## src/hdl/pcfd_pkg.sv

```systemverilog
package pcfd_pkg;

    localparam int VALUE_WIDTH = 32;
    localparam int FRAC_BITS   = 16;
    localparam int PROD_WIDTH  = 2 * VALUE_WIDTH;
    localparam int SUM_WIDTH   = VALUE_WIDTH + 2;
    localparam int QUO_WIDTH   = VALUE_WIDTH + FRAC_BITS;
    localparam int CNT_WIDTH   = $clog2(QUO_WIDTH);
    localparam int CFG_IDX_W   = 4;

    typedef logic signed [VALUE_WIDTH-1:0] value_t;
    typedef logic        [VALUE_WIDTH-2:0] uvalue_t;
    typedef logic signed [SUM_WIDTH-1:0]   sum_t;

    localparam value_t VAL_MAX = {1'b0, {(VALUE_WIDTH-1){1'b1}}};
    localparam value_t VAL_MIN = {1'b1, {(VALUE_WIDTH-1){1'b0}}};

    // operation codes
    localparam logic [1:0] OP_MEAS  = 2'd0;
    localparam logic [1:0] OP_ERR   = 2'd1;
    localparam logic [1:0] OP_CLEAR = 2'd2;
    localparam logic [1:0] OP_NONE  = 2'd3;

    // register indexes
    localparam logic [CFG_IDX_W-1:0] REG_PROP_GAIN   = 4'd0;
    localparam logic [CFG_IDX_W-1:0] REG_INTEG_GAIN  = 4'd1;
    localparam logic [CFG_IDX_W-1:0] REG_DERIV_GAIN  = 4'd2;
    localparam logic [CFG_IDX_W-1:0] REG_OUTPUT_LOW  = 4'd3;
    localparam logic [CFG_IDX_W-1:0] REG_OUTPUT_HIGH = 4'd4;
    localparam logic [CFG_IDX_W-1:0] REG_ACCUM_LOW   = 4'd5;
    localparam logic [CFG_IDX_W-1:0] REG_ACCUM_HIGH  = 4'd6;
    localparam logic [CFG_IDX_W-1:0] REG_FILTER_TAU  = 4'd7;

    typedef struct packed {
        logic [1:0] op;
        value_t     target;
        value_t     measured;
        value_t     error_in;
        uvalue_t    time_step;
    } pid_in_t;

    typedef struct packed {
        value_t drive;
        logic   step_rejected;
    } pid_out_t;

    typedef struct packed {
        logic   start;
        value_t a;
        value_t b;
    } mul_req_t;

    typedef struct packed {
        logic    start;
        value_t  num;
        uvalue_t den;
    } div_req_t;

    typedef enum logic [4:0] {
        S_IDLE,
        S_PREP,
        S_MUL_P,
        S_WAIT_P,
        S_MUL_I,
        S_WAIT_I,
        S_MUL_IT,
        S_WAIT_IT,
        S_DIV_RAW,
        S_WAIT_RAW,
        S_DIV_ALPHA,
        S_WAIT_ALPHA,
        S_MUL_F,
        S_WAIT_F,
        S_MUL_D,
        S_WAIT_D,
        S_FINISH
    } pcfd_state_t;

    function automatic value_t sat_sum(input sum_t x);
        value_t r;
        if (x > sum_t'(VAL_MAX))
            r = VAL_MAX;
        else if (x < sum_t'(VAL_MIN))
            r = VAL_MIN;
        else
            r = x[VALUE_WIDTH-1:0];
        return r;
    endfunction

    function automatic value_t add_sat(input value_t a, input value_t b);
        return sat_sum(sum_t'(a) + sum_t'(b));
    endfunction

    function automatic value_t sub_sat(input value_t a, input value_t b);
        return sat_sum(sum_t'(a) - sum_t'(b));
    endfunction

    // high limit first, then low: crossed limits give the low one
    function automatic value_t clamp(input value_t x, input value_t lo, input value_t hi);
        value_t r;
        r = x;
        if (r > hi)
            r = hi;
        if (r < lo)
            r = lo;
        return r;
    endfunction

endpackage

```

## src/hdl/pcfd_mul.sv

```systemverilog
module pcfd_mul
    import pcfd_pkg::*;
(
    input  logic     clk,
    input  logic     rst_n,
    input  mul_req_t req,
    output value_t   res,
    output logic     done
);

    logic signed [PROD_WIDTH-1:0] prod_reg;
    logic signed [PROD_WIDTH-1:0] shifted;
    logic                         v1_reg;
    logic                         done_reg;
    value_t                       res_reg;
    value_t                       res_next;

    // arithmetic shift = floor toward minus infinity
    always_comb
    begin
        shifted = prod_reg >>> FRAC_BITS;
        if (shifted > PROD_WIDTH'(VAL_MAX))
            res_next = VAL_MAX;
        else if (shifted < PROD_WIDTH'(VAL_MIN))
            res_next = VAL_MIN;
        else
            res_next = shifted[VALUE_WIDTH-1:0];
    end

    always_ff @(posedge clk or negedge rst_n)
    begin
        if (!rst_n)
        begin
            v1_reg   <= 1'b0;
            done_reg <= 1'b0;
        end
        else
        begin
            v1_reg   <= req.start;
            done_reg <= v1_reg;
        end
    end

    always_ff @(posedge clk)
    begin
        if (req.start)
            prod_reg <= PROD_WIDTH'(req.a) * PROD_WIDTH'(req.b);
        if (v1_reg)
            res_reg <= res_next;
    end

    assign res  = res_reg;
    assign done = done_reg;

endmodule

```

## config.mk

```make
export PLATFORM = sky130hd
export DESIGN_NAME = pcfd_mul
export DESIGN_NICKNAME = d
export VERILOG_FILES = /design/src/hdl/pcfd_pkg.sv /design/src/hdl/pcfd_mul.sv
export SDC_FILE = /design/constraint.sdc
export NUM_CORES = 2
export LEC_CHECK = 0
export ABC_AREA = 0
export BUFFER_PORTS_ARGS = -buffer_cell sky130_fd_sc_hd__buf_4
export CAP_MARGIN = 20
export CELL_PAD_IN_SITES_DETAIL_PLACEMENT = 0
export CELL_PAD_IN_SITES_GLOBAL_PLACEMENT = 1
export CORE_MARGIN = 2
export CORE_UTILIZATION = 40
export DETAILED_ROUTE_END_ITERATION = 8
export PLACE_DENSITY = 0.75
export SYNTH_ARGS = -nofsm -noshare
export SYNTH_HDL_FRONTEND = slang
export SYNTH_SLANG_ARGS = --single-unit
```

## constraint.sdc

```tcl
create_clock -name clk -period 3.5 [get_ports clk]
set_clock_uncertainty 0.2 [all_clocks]
set_input_delay 0.7 -clock clk [delete_from_list [all_inputs] [get_ports clk]]
set_output_delay 0.7 -clock clk [all_outputs]
set_load 0.02 [all_outputs]
```

## Word level (Yosys, flattened, before mapping)

Cells that the tools add are included.

| word-level totals | value |
|---|---|
| output and inout port bits | 33 |
| bits of input ports | 67 |
| logic and storage cells | 8 |
| register bits | 98 |

| cells by class | value |
|---|---|
| multiply operators | 1 |
| $lt $le $gt $ge | 2 |
| mux-type cells | 1 |

Operators with widths:

| cell | count |
|---|---|
| 32-bit by 32-bit multiplier with 64-bit output | 1 |
| 48-bit by 32-bit greater-than comparator with 1-bit output, second input constant | 1 |
| 48-bit by 32-bit less-than comparator with 1-bit output, second input constant | 1 |
| 32-bit 2-to-1 mux | 1 |

## Longest topological paths before layout

| depth | value |
|---|---|
| depth in word-level cells | 2 |
| mapped depth | 28 |
| depth with buffers taken out | 27 |

## Worst setup path before layout

OpenSTA, ideal clock, no wires.

| timing | value |
|---|---|
| path kind | in2reg |
| start | in req[63] (netlist bit) |
| end | reg prod_reg[61], data pin |
| stages | 28 |
| path slack | -4.821 ns |
| arrival time | 7.863 ns |
| setup time | 0.258 ns |
| data required time | 3.042 ns |
| buffers on the path | 2 |
| path through | clkbuf_1 -> nand2_1 -> inv_1 -> fa_1 -> inv_1 -> fa_1 -> inv_1 -> fa_1 -> fa_1 -> inv_1 -> fa_1 -> inv_1 -> fa_1 -> inv_1 -> fa_1 -> inv_1 -> fa_1 -> ha_1 -> clkbuf_1 -> a21oi_1 -> o21bai_1 -> a21o_1 -> a21o_1 -> a21o_1 -> a221oi_1 -> o21ai_1 -> a21oi_1 -> xnor2_1 |

| between the ends | value |
|---|---|
| cells in the longest elaborated chain, start to end | 1 |

Ends and longest elaborated chain:

| what | line | RTL |
|---|---|---|
| start: declaration | pcfd_mul.sv:6 | `input mul_req_t req,` |
| 32-bit by 32-bit multiplier with 64-bit output | pcfd_mul.sv:47 | `prod_reg <= PROD_WIDTH'(req.a) * PROD_WIDTH'(req.b);` |
| end signal: assignment | pcfd_mul.sv:47 |  |
| end: declaration | pcfd_mul.sv:11 | `logic signed [PROD_WIDTH-1:0] prod_reg;` |

Every way passes these cells.
A chain may end at the register's enable or synchronous reset.

## Final worst setup path

Ends and elaborated chain as after synthesis.

==> impl_metrics.py <==
metrics = {
    "final_layout": {
        "drive_gt1_frac": 0.2207,
        "largest_register_ffs": 48,
        "finish.net_count": 5687,
        "postLayoutCellArea_um2": 47040,
        "nFillCells": 8782,
        "final-instance-count-excl-fill": 5633,
        "syn_to_final_growth_pct": 22.19,
    },
    "sta": {
        "setup_viol": 48,
        "layout_worst_path_cycle_share": 2.128,
        "timing_worst_slew_pin_value_ns": 0.6989,
        "unrepaired_setup_endpoints_after_global_routing": "true",
        "timing_max_transition_violations_final": 0,
        "maxSlewHeadroom": 0.5340,
        "finalCriticalPeriod_ns": 7.449,
        "postLayoutSetupSlackWorst_ns": -3.949,
        "fmax_mhz": 134.3,
        "hold_viol": 0,
    },
    "die": {
        "placeableCoreArea_um2": 95150,
        "floorplan.die_area_um2": 98740,
        "die_h_um": 314.2,
        "num_rows": 113,
        "die_x_um": 314.2,
        "boundaryPins": 100,
        "initial_utilization": 0.4046,
    },
    "grt": {
        "maximum_number_of_pins_on_one_net_before_global_route_repair": 50,
        "number_of_global_route_vias_before_repair": 31461,
        "grt-ovfl-total": 0,
        "grt_first_pass_wirelength_um": 172000,
        "gr-usage-all-layers": 0.2268,
        "number_of_antenna_violations_at_the_first_check_in_global_routing": 5,
    },
    "place": {
        "placed_area_um2": 44200,
        "post-dp-hpwl_um": 89360,
        "place.gp.congestion": 0.8735,
        "dpl.cell_count": 5543,
        "portBuffers": 99,
    },
    "logic_synthesis": {
        "synthArstFlopShare": 0.02439,
        "ys_seq_elements": 82,
        "synth.yosys.seq_area_share": 0.06370,
        "post_synth.cell_area_avg_um2": 9.791,
        "synth_enable_flop_cells": 80,
        "post-synth-top-area-fraction": 0.5621,
        "most_common_cell_in_the_synthesized_netlist": "fa_1",
        "post_synth_instance_area_um2": 38500,
        "syn_nets": 5260,
        "synthFlopType": "edfxtp_1",
        "synth_commonest_cells": "fa_1 (1081), inv_1 (971), nand2_1 (513)",
        "postSynthCellCount": 3932,
        "yosys_warnings": 0,
        "yosys.area.top_type": "fa_1",
        "synth_top_area_cells": "fa_1 (56%), inv_1 (9.5%), and2_1 (8.3%)",
        "yosys.cell_types.count": 61,
    },
    "cts": {
        "cts_made_buffers": 9,
        "cts.sinks": 82,
        "tritoncts": "done",
        "clockBufferDepth": 2,
        "cts_htree_levels": 3,
        "ctsRootBufferMaster": "clkbuf_16",
        "clk_transition_reported_paths_ns": 0.06,
        "clkLatencyLatePin_ns": 0.35,
    },
    "worst_hold_path": {
        "timing.hold.worst.class": "reg2reg",
    },
    "routing": {
        "via_count_of_the_routed_design": 27293,
        "met3_routed_wirelength_um": 3824,
        "top_layer_reached_by_signal_wires": "met4",
        "drt_pre_antenna_iters": 5,
        "initialDrtViolationCount": 1177,
        "remaining_design_rule_violation_count": 0,
        "wl_met2_um": 57130,
        "routedLengthMet1_um": 40170,
        "routedWlPerCell_um": 18.85,
        "ant_nets": 0,
        "via_per_inst": 4.845,
        "routed_wirelength_um": 106200,
    },
    "setup_path": {
        "path_class": "in2reg",
        "worst_endpoint_data_arrival_time_ns": 7.35,
        "worst_setup_path_start_kind": "input pin",
        "end_kind": "register",
        "cp_max_fo": 6,
        "reg2reg_slack_ns": 1.53,
        "cp.required_ns": 3.40,
    },
    "outcome": {
        "status": "finished, violations left",
        "failing_checks": "setup timing",
    },
    "run": {
        "max-cap-violations": 0,
    },
}
==> layout by cell type, fill, tap and decap left out, drive strengths merged, types with 3 or more instances in the layout <==
cell type  count
xor2          20
nand2        514
a21boi         4
a211oi         4
edfxtp        80
nand4         12
o21bai         9
buf          616
and2         512
nand3         13
clkinv         3
a21o          61
diode          4
and3           6
nor4           6
nand2b        12
or2            4
o21a           3
clkbuf        13
nor2b          7
bufbuf         3
a41oi          4
fa          1081
ha           180
nor3          11
xnor2         43
a31oi          9
a21oi         56
nor2          49
inv          973
o21ai         29
==> metrics by stage <==
step,hold slack [ns],setup TNS (ns),utilization,worst slack [ns]
3_5_place_dp,0.1684,-207.62,0.4646,-4.666
2_1_floorplan,0.2044,-169.89,-,-4.452
3_3_place_gp,0.1665,-205.11,0.4646,-4.620
5_1_grt,0.1962,-183.12,0.4944,-4.090
4_1_cts,0.1835,-176.60,0.4868,-3.935
6_report,0.1821,-174.99,0.4944,-3.949
==> worst max-delay path, cell delays in order <==
cell        delay [ns]
buf_16            0.13
and2_4            0.17
fa_2              0.60
fa_2              0.48
fa_2              0.60
fa_2              0.66
clkinvlp_4        0.15
buf_6             0.16
fa_1              0.48
inv_1             0.05
fa_1              0.48
inv_1             0.05
fa_1              0.49
inv_2             0.04
fa_1              0.58
ha_4              0.23
a21oi_4           0.12
o21bai_1          0.07
a21o_1            0.20
a21o_1            0.16
a21o_1            0.16
a221oi_2          0.29
o21ai_2           0.11
a21oi_2           0.14
xnor2_1           0.07
==> final cells by class <==
type	instances	area [µm²]	area share
multi-input combinational	2671	33000	0.7015
timing repair buffer	624	6042	0.1284
inverter	971	3654	0.07767
sequential	82	2452	0.05213
tap	1265	1583	0.03365
clock buffer	9	225.2	0.004788
clock inverter	7	75.07	0.001596
antenna	4	10.01	0.0002128
==> cell families (layout without fill, tap and decap cells) <==
family	after synthesis	count (layout)	share of synthesized area
buffers and inverters	1179	1611	0.1150
AND/OR/NAND/NOR	1151	1151	0.1501
flip-flops	82	82	0.06370
XOR/XNOR	63	63	0.01433
adder cells (fa/ha/maj)	1261	1261	0.6206
AO/OA/AOI/OAI	196	196	0.03617
other	0	4	0
==> what timing repair did <==
action	4_1_cts	5_1_grt
setup endpoints to repair	48	48
resized for setup	311	129
hold buffers	1	0
hold endpoints to repair	2	0
buffers inserted	54	11
pin swaps	214	125
cloned	5	4
==> routing by layer <==
layer  vias up  GRT usage
li1      12112          -
met1     14358     0.2645
met2       609     0.4242
met3       214    0.02207
met4         0    0.09308
met5         -          0
==> final timing paths <==
kind	from	end	depth (start not counted)
setup / recovery	req[63]	prod_reg[61]	25
hold / removal	v1_reg	done	0
setup reg to reg	prod_reg[55]	res[5]	4
hold reg to reg	v1_reg	done	0
max in group asynchronous	rst_n	v1_reg	2
min in group asynchronous	rst_n	done	2
Power is left out: the tool's default activity adds up to more than one toggle a clock period on the data nets, which glitch-free logic cannot reach.
