## config.mk

```make
export PLATFORM = sky130hd
export DESIGN_NAME = pcfd_div
export DESIGN_NICKNAME = d
export VERILOG_FILES = /design/src/hdl/pcfd_pkg.sv /design/src/hdl/pcfd_div.sv
export SDC_FILE = /design/constraint.sdc
export NUM_CORES = 1
export LEC_CHECK = 0
export BUFFER_PORTS_ARGS = -buffer_cell sky130_fd_sc_hd__buf_2
export CORE_ASPECT_RATIO = 1.5
export CORE_MARGIN = 2
export CORE_UTILIZATION = 47
export DETAILED_ROUTE_END_ITERATION = 12
export PLACE_DENSITY = 0.69
export SYNTH_ARGS = -nofsm -noshare
export SYNTH_HDL_FRONTEND = slang
export SYNTH_SLANG_ARGS = --single-unit
export TNS_END_PERCENT = 50
```

## constraint.sdc

```tcl
create_clock -name clk -period 2.8 [get_ports clk]
set_input_delay 0.56 -clock clk [delete_from_list [all_inputs] [get_ports clk]]
set_output_delay 0.56 -clock clk [all_outputs]
set_load 0.005 [all_outputs]
```

## src/hdl/pcfd_pkg.sv

```systemverilog
package pcfd_pkg;

    localparam int VALUE_WIDTH = 32;
    localparam int FRAC_BITS   = 16;
    localparam int PROD_WIDTH  = 2 * VALUE_WIDTH;
    localparam int SUM_WIDTH   = VALUE_WIDTH + 2;
    localparam int QUO_WIDTH   = VALUE_WIDTH + FRAC_BITS;
    localparam int CNT_WIDTH   = $clog2(QUO_WIDTH);
    localparam int CFG_IDX_W   = 4;

    typedef logic signed [VALUE_WIDTH-1:0] value_t;
    typedef logic        [VALUE_WIDTH-2:0] uvalue_t;
    typedef logic signed [SUM_WIDTH-1:0]   sum_t;

    localparam value_t VAL_MAX = {1'b0, {(VALUE_WIDTH-1){1'b1}}};
    localparam value_t VAL_MIN = {1'b1, {(VALUE_WIDTH-1){1'b0}}};

    // operation codes
    localparam logic [1:0] OP_MEAS  = 2'd0;
    localparam logic [1:0] OP_ERR   = 2'd1;
    localparam logic [1:0] OP_CLEAR = 2'd2;
    localparam logic [1:0] OP_NONE  = 2'd3;

    // register indexes
    localparam logic [CFG_IDX_W-1:0] REG_PROP_GAIN   = 4'd0;
    localparam logic [CFG_IDX_W-1:0] REG_INTEG_GAIN  = 4'd1;
    localparam logic [CFG_IDX_W-1:0] REG_DERIV_GAIN  = 4'd2;
    localparam logic [CFG_IDX_W-1:0] REG_OUTPUT_LOW  = 4'd3;
    localparam logic [CFG_IDX_W-1:0] REG_OUTPUT_HIGH = 4'd4;
    localparam logic [CFG_IDX_W-1:0] REG_ACCUM_LOW   = 4'd5;
    localparam logic [CFG_IDX_W-1:0] REG_ACCUM_HIGH  = 4'd6;
    localparam logic [CFG_IDX_W-1:0] REG_FILTER_TAU  = 4'd7;

    typedef struct packed {
        logic [1:0] op;
        value_t     target;
        value_t     measured;
        value_t     error_in;
        uvalue_t    time_step;
    } pid_in_t;

    typedef struct packed {
        value_t drive;
        logic   step_rejected;
    } pid_out_t;

    typedef struct packed {
        logic   start;
        value_t a;
        value_t b;
    } mul_req_t;

    typedef struct packed {
        logic    start;
        value_t  num;
        uvalue_t den;
    } div_req_t;

    typedef enum logic [4:0] {
        S_IDLE,
        S_PREP,
        S_MUL_P,
        S_WAIT_P,
        S_MUL_I,
        S_WAIT_I,
        S_MUL_IT,
        S_WAIT_IT,
        S_DIV_RAW,
        S_WAIT_RAW,
        S_DIV_ALPHA,
        S_WAIT_ALPHA,
        S_MUL_F,
        S_WAIT_F,
        S_MUL_D,
        S_WAIT_D,
        S_FINISH
    } pcfd_state_t;

    function automatic value_t sat_sum(input sum_t x);
        value_t r;
        if (x > sum_t'(VAL_MAX))
            r = VAL_MAX;
        else if (x < sum_t'(VAL_MIN))
            r = VAL_MIN;
        else
            r = x[VALUE_WIDTH-1:0];
        return r;
    endfunction

    function automatic value_t add_sat(input value_t a, input value_t b);
        return sat_sum(sum_t'(a) + sum_t'(b));
    endfunction

    function automatic value_t sub_sat(input value_t a, input value_t b);
        return sat_sum(sum_t'(a) - sum_t'(b));
    endfunction

    // high limit first, then low: crossed limits give the low one
    function automatic value_t clamp(input value_t x, input value_t lo, input value_t hi);
        value_t r;
        r = x;
        if (r > hi)
            r = hi;
        if (r < lo)
            r = lo;
        return r;
    endfunction

endpackage

```

## src/hdl/pcfd_div.sv

```systemverilog
module pcfd_div
    import pcfd_pkg::*;
(
    input  logic     clk,
    input  logic     rst_n,
    input  div_req_t req,
    output value_t   res,
    output logic     done
);

    localparam logic [QUO_WIDTH-1:0] POS_LIM =
        {{(QUO_WIDTH-VALUE_WIDTH+1){1'b0}}, {(VALUE_WIDTH-1){1'b1}}};
    localparam logic [QUO_WIDTH-1:0] NEG_LIM = POS_LIM + 1'b1;

    logic                   busy_reg;
    logic                   done_reg;
    logic [CNT_WIDTH-1:0]   cnt_reg;
    logic [VALUE_WIDTH-2:0] rem_reg;
    logic [QUO_WIDTH-1:0]   quo_reg;
    logic                   neg_reg;
    uvalue_t                den_reg;

    logic [VALUE_WIDTH-1:0] mag;
    logic [VALUE_WIDTH-1:0] trial;
    logic [VALUE_WIDTH-1:0] diff;
    logic                   ge;
    logic [VALUE_WIDTH-2:0] rem_next;

    always_comb
    begin
        mag      = req.num[VALUE_WIDTH-1] ? (~req.num + 1'b1) : req.num;
        trial    = {rem_reg, quo_reg[QUO_WIDTH-1]};
        diff     = trial - {1'b0, den_reg};
        ge       = trial >= {1'b0, den_reg};
        rem_next = ge ? diff[VALUE_WIDTH-2:0] : trial[VALUE_WIDTH-2:0];
    end

    // restoring divide, one quotient bit per cycle
    always_ff @(posedge clk or negedge rst_n)
    begin
        if (!rst_n)
        begin
            busy_reg <= 1'b0;
            done_reg <= 1'b0;
            cnt_reg  <= '0;
        end
        else
        begin
            done_reg <= 1'b0;
            if (req.start)
            begin
                busy_reg <= 1'b1;
                cnt_reg  <= CNT_WIDTH'(QUO_WIDTH - 1);
            end
            else if (busy_reg)
            begin
                if (cnt_reg == '0)
                begin
                    busy_reg <= 1'b0;
                    done_reg <= 1'b1;
                end
                else
                    cnt_reg <= cnt_reg - 1'b1;
            end
        end
    end

    always_ff @(posedge clk)
    begin
        if (req.start)
        begin
            quo_reg <= {mag, {FRAC_BITS{1'b0}}};
            rem_reg <= '0;
            neg_reg <= req.num[VALUE_WIDTH-1];
            den_reg <= req.den;
        end
        else if (busy_reg)
        begin
            quo_reg <= {quo_reg[QUO_WIDTH-2:0], ge};
            rem_reg <= rem_next;
        end
    end

    // sign and saturate the magnitude
    always_comb
    begin
        if (neg_reg)
            res = (quo_reg > NEG_LIM) ? VAL_MIN : $signed(-quo_reg[VALUE_WIDTH-1:0]);
        else
            res = (quo_reg > POS_LIM) ? VAL_MAX : $signed(quo_reg[VALUE_WIDTH-1:0]);
    end

    assign done = done_reg;

endmodule

```

# == Yosys cells after proc, flatten, opt, wreduce, memory -nomap -nowiden ==
# Index checks and enable logic that the tools add are counted.
# classes
magnitude_cmp,3
n_addsub,4
eq_ne,1
n_reduce_logical,3
bitwise_logic,1
muxes,16
# ops
op,count
32-bit 2-to-1 mux,4
48-bit 2-to-1 mux,2
48-bit by 31-bit greater-than comparator with 1-bit output (second input constant),1
48-bit by 32-bit greater-than comparator with 1-bit output (second input constant),1
32-bit by 1-bit adder with 32-bit output (second input constant),1
32-bit by 31-bit >= comparator with 1-bit output,1
32-bit negator,1
32-bit inverter,1
31-bit 2-to-1 mux,1
31-bit subtractor,1
6-bit 2-to-1 mux,3
6-bit zero test,1
1-bit 2-to-1 mux,6
6-bit by 1-bit subtractor with 6-bit output (second input constant),1
2-bit inequality test (second input constant),1
2-bit AND reduction,1
2-bit nonzero test,1
# word_totals
output_inout_bits,33
inputBits,66
reg_bits,119
word_cells,36

# == Logic depth before layout (Yosys ltp) ==
# logic_depth
depth_word,4
mapped_depth,13
ltp_nobuf,11

# == Worst setup path after synthesis ==
# No wires, ideal clock.
# synth_timing
path_kind,register to output
from,register quo_reg[0]
to,output res[24]
slack_ns,-0.255
path_buffers,1
t_required_ns,2.240
arrival_time_ns,2.495
stages_incl_launch_ff,11
cell_sequence,dfxtp_1 -> inv_1 -> ha_1 -> or3b_4 -> nor4_2 -> nand3_1 -> nor4_1 -> o21bai_1 -> buf_2 -> or4_1 -> a31oi_1
# synth_between
elab_chain_len,3
elab_cells_between_ends,6
cone_classes,add/sub (1); order compare (2); mux (3)
# synth_lines
item,line,text
"start, declared",pcfd_div.sv:19,logic [QUO_WIDTH-1:0] quo_reg;
"start signal, assigned",pcfd_div.sv:72,"quo_reg <= {mag, {FRAC_BITS{1'b0}}};"
"start signal, assigned",pcfd_div.sv:79,"quo_reg <= {quo_reg[QUO_WIDTH-2:0], ge};"
"48-bit by 31-bit greater-than comparator with 1-bit output, or another cell as far along",pcfd_div.sv:90,res = (quo_reg > POS_LIM) ? VAL_MAX : $signed(quo_reg[VALUE_WIDTH-1:0]);
32-bit 2-to-1 mux (on tied branches),"pcfd_div.sv:90, pcfd_div.sv:88",
32-bit 2-to-1 mux *,pcfd_div.sv:87,if (neg_reg)
"end, declared",pcfd_div.sv:7,"output value_t res,"
# Mark *: on every way between the ends. The rest lies on a longest branch, timed or not.

# == Worst setup path after layout ==
# layout_timing
from,register quo_reg[1]
to,output res[25]
# The elaborated chain is that of the path after synthesis.

==> load_flow_metrics.sql <==
INSERT INTO impl_metrics (metric_group, metric, value, unit) VALUES
('pwr', 'p_sw', '3.41', 'mW'),
('critical_path', 'worst-path-max-fanout', '7', ''),
('finish', 'n_antenna_cell', '0', ''),
('sta', 'rsz0062_at_grt', 'yes', ''),
('global_route', 'initial_antenna_violation_count', '0', ''),
('clock_tree', 'clock-sinks', '119', ''),
('clock_tree', 'cts_tree', 'done', ''),
('floorplanning', 'die-width', '112', 'um'),
('finish', 'layout.filler_cells', '1439', ''),
('hold_path', 'timing.hold.worst.class', 'in2reg', ''),
('sta', 'setup_slack', '-0.827', 'ns'),
('synthesis', 'ys_ff_latch', '119', ''),
('finish', 'num-nets-final', '1242', ''),
('detailed_routing', 'wl_per_cell', '16.7', 'um'),
('sta', 'period_minus_slack', '3.63', 'ns'),
('critical_path', 'timing.setup.critical_path_class', 'reg2out', ''),
('sta', 'slew_headroom', '40.9', '%'),
('pwr', 'power_density', '822', 'nW/um2'),
('synthesis', 'synth_sequential_area_ratio', '37.3', '%'),
('finish', 'layout-area-overhead-vs-synth', '35.0', '%'),
('synthesis', 'count_of_flip_flops_with_a_built_in_enable_after_synthesis', '64', ''),
('place', 'dpl.hpwl', '16.1', 'mm'),
('synthesis', 'post_synth_instance_area', '8210', 'um2'),
('floorplanning', 'top_level_ports', '99', ''),
('detailed_routing', 'drtPass1Iterations', '6', ''),
('clock_tree', 'clock_tree_buf_depth', '2', ''),
('floorplanning', 'rows', '59', ''),
('clock_tree', 'cts-htree-levels', '4', ''),
('finish', 'finish.utilization', '64.4', '%'),
('synthesis', 'synth-main-ff-cell', 'sky130_fd_sc_hd__edfxtp_1', ''),
('clock_tree', 'cts.root.buffer_cell', 'sky130_fd_sc_hd__clkbuf_16', ''),
('floorplanning', 'initial_core_utilization', '47.7', '%'),
('place', 'port_bufs', '98', ''),
('detailed_routing', 'drt-initial-drc-count', '533', ''),
('pwr', 'clock_power_share', '24.7', '%'),
('floorplanning', 'fp.dieArea', '18600', 'um2'),
('synthesis', 'synthDistinctLibCells', '64', ''),
('pwr', 'switching_share', '37.5', '%'),
('detailed_routing', 'ant_nets', '0', ''),
('critical_path', 'critical_path_arrival', '3.07', 'ns'),
('pwr', 'lkg_pwr', '4.75', 'nW'),
('sta', 'worst_clock_skew', '0.0110', 'ns'),
('sta', 'final_hold_violation_count', '0', ''),
('detailed_routing', 'routedLengthMet1', '9.10', 'mm'),
('critical_path', 'required', '2.24', 'ns'),
('detailed_routing', 'met3_wirelength', '870', 'um'),
('detailed_routing', 'drt-vias-per-instance', '5.85', ''),
('synthesis', 'synth_largest_type_area_fraction', '23.4', '%'),
('run_status', 'failed_checks', 'setup timing', ''),
('sta', 'worst-slew-pin-transition', '0.884', 'ns'),
('clock_tree', 'clock_latency_on_the_worst_skew_pair', '0.42', 'ns'),
('detailed_routing', 'met2_length', '12.1', 'mm'),
('finish', 'drive_gt1_share', '32.7', '%'),
('run_status', 'result_of_the_run', 'finished, violations left', ''),
('pwr', 'p_seq_share', '26.5', '%'),
('synthesis', 'async_flop_share', '6.72', '%'),
('run', 'drv_cap', '0', ''),
('synthesis', 'biggest_area_contributors_in_the_synthesized_netlist', 'sky130_fd_sc_hd__edfxtp_1, sky130_fd_sc_hd__dfxtp_1, sky130_fd_sc_hd__ha_1', ''),
('clock_tree', 'cts_made_buffers', '17', ''),
('global_route', 'grt_pass1_wl', '36.2', 'mm'),
('synthesis', 'syn_area_per_cell', '8.76', 'um2'),
('sta', 'report.final.setup_viol', '32', ''),
('finish', 'largest_register_ffs', '48', ''),
('pwr', 'cell_internal_pwr', '5.69', 'mW'),
('finish', 'most_common_cell_after_layout_fill_and_taps_aside', 'sky130_fd_sc_hd__buf_4', ''),
('sta', 'min_period_over_period', '130', '%'),
('finish', 'stdcell_area', '11100', 'um2'),
('place', 'dpl_cell_area', '9800', 'um2'),
('pwr', 'combPwrFrac', '48.8', '%'),
('critical_path', 'start_kind', 'flip-flop', ''),
('critical_path', 'worst_setup_path_end_kind', 'primary output', '');
cells in the mapped netlist (9+ instances only):
cell type	number
sky130_fd_sc_hd__o31ai_1	17
sky130_fd_sc_hd__edfxtp_1	64
sky130_fd_sc_hd__nand3_1	15
sky130_fd_sc_hd__or4_1	9
sky130_fd_sc_hd__mux2i_1	21
sky130_fd_sc_hd__o21ai_0	47
sky130_fd_sc_hd__xor2_1	10
sky130_fd_sc_hd__inv_1	47
sky130_fd_sc_hd__a311oi_1	21
sky130_fd_sc_hd__nor3_1	21
sky130_fd_sc_hd__xnor2_1	42
sky130_fd_sc_hd__nor2b_1	9
sky130_fd_sc_hd__a211o_1	10
sky130_fd_sc_hd__a21oi_1	37
sky130_fd_sc_hd__nand2b_1	15
sky130_fd_sc_hd__nor4_1	9
sky130_fd_sc_hd__o211ai_1	11
sky130_fd_sc_hd__dfxtp_1	47
sky130_fd_sc_hd__nand2_1	99
sky130_fd_sc_hd__nor2_1	93
sky130_fd_sc_hd__a211oi_1	15
sky130_fd_sc_hd__clkbuf_1	52
sky130_fd_sc_hd__ha_1	35
sky130_fd_sc_hd__nand4_1	17
sky130_fd_sc_hd__a22o_1	33
sky130_fd_sc_hd__o41ai_1	9
sky130_fd_sc_hd__o311ai_0	15
worst max-delay path, stage by stage (launching register included):
cell	delay (ns)
sky130_fd_sc_hd__dfxtp_2	0.32
sky130_fd_sc_hd__inv_2	0.08
sky130_fd_sc_hd__ha_4	0.13
sky130_fd_sc_hd__or3b_4	0.39
sky130_fd_sc_hd__nor4_4	0.18
sky130_fd_sc_hd__nand3_2	0.16
sky130_fd_sc_hd__nor4_2	0.28
sky130_fd_sc_hd__buf_4	0.21
sky130_fd_sc_hd__o21bai_4	0.15
sky130_fd_sc_hd__buf_6	0.19
sky130_fd_sc_hd__buf_6	0.11
sky130_fd_sc_hd__o21ai_1	0.17
sky130_fd_sc_hd__a211o_1	0.16
sky130_fd_sc_hd__buf_2	0.11
logic make-up (layout without fill, tap and decap cells):
kind of cell             count (synthesis)  count (layout)  synth area share (%)
multiplexers                            26              26                  3.25
buffers and inverters                  108             322                  5.06
AO/OA/AOI/OAI                          260             262                  22.9
AND/OR/NAND/NOR                        336             336                  20.3
flip-flops                             119             119                  37.3
adder cells (fa/ha/maj)                 36              36                  5.58
XOR/XNOR                                52              52                  5.55
layout make-up:
type | instances | area, um2 | share of cell area, %
multi-input cells | 712 | 5270 | 47.6
repair buffers | 243 | 1670 | 15.1
well taps | 213 | 267 | 2.41
clock inverters | 12 | 139 | 1.25
inverters | 47 | 176 | 1.59
clock buffers | 20 | 479 | 4.33
flip-flops and latches | 119 | 3070 | 27.7
path summary, 6_finish.rpt:
path                              from           to  slack (ns)  cells after the start
max                         quo_reg[1]      res[25]       -0.83                     13
max reg2reg                den_reg[11]  rem_reg[23]        0.06                     10
min in group asynchronous        rst_n   cnt_reg[3]        0.51                      2
min reg2reg                rem_reg[20]  rem_reg[20]        0.49                      2
min                            req[17]  den_reg[17]        0.31                      1
max in group asynchronous        rst_n     busy_reg        2.11                      2
power by group through the flow:
stage,clock [mW],sequential (mW),combinational (mW)
after floorplan,0,2.39,2.57
after global placement,0,2.42,3.89
after detailed placement,0,2.43,3.93
after CTS,2.29,2.40,4.08
after global routing,2.37,2.45,4.86
final,2.25,2.41,4.44
through the flow:
step | cells | TNS [ns] | hold WS, ns | setup slack (ns) | power, mW
floorplan | 937 | -1.31 | 0.264 | -0.126 | 4.96
global placement | 1314 | -11.20 | 0.411 | -0.425 | 6.31
detailed placement | 1314 | -12.85 | 0.410 | -0.471 | 6.35
CTS | 1356 | -21.75 | 0.298 | -0.774 | 8.77
global route | 1366 | -26.52 | 0.292 | -0.957 | 9.68
finish | 1366 | -22.41 | 0.311 | -0.827 | 9.10
metal layers:
| metal | vias to the layer above | track usage, % |
|---|---|---|
| met4 | 0 | 11.5 |
| met3 | 59 | 4.05 |
| li1 | 3903 | - |
| met5 | - | 0 |
| met2 | 229 | 42.4 |
| met1 | 3802 | 27.1 |
what timing repair did:
action / 4_1_cts / 5_1_grt
pin swaps: 27 / 24
endpoints found under the setup margin: 57 / 62
gates resized for setup: 62 / 57
hold endpoints to repair: 8 / 0
gates cloned: 2 / 0
buffers inserted: 7 / 10
hold buffers: 1 / 0
Note: power is estimated with default switching activity, not from simulation.
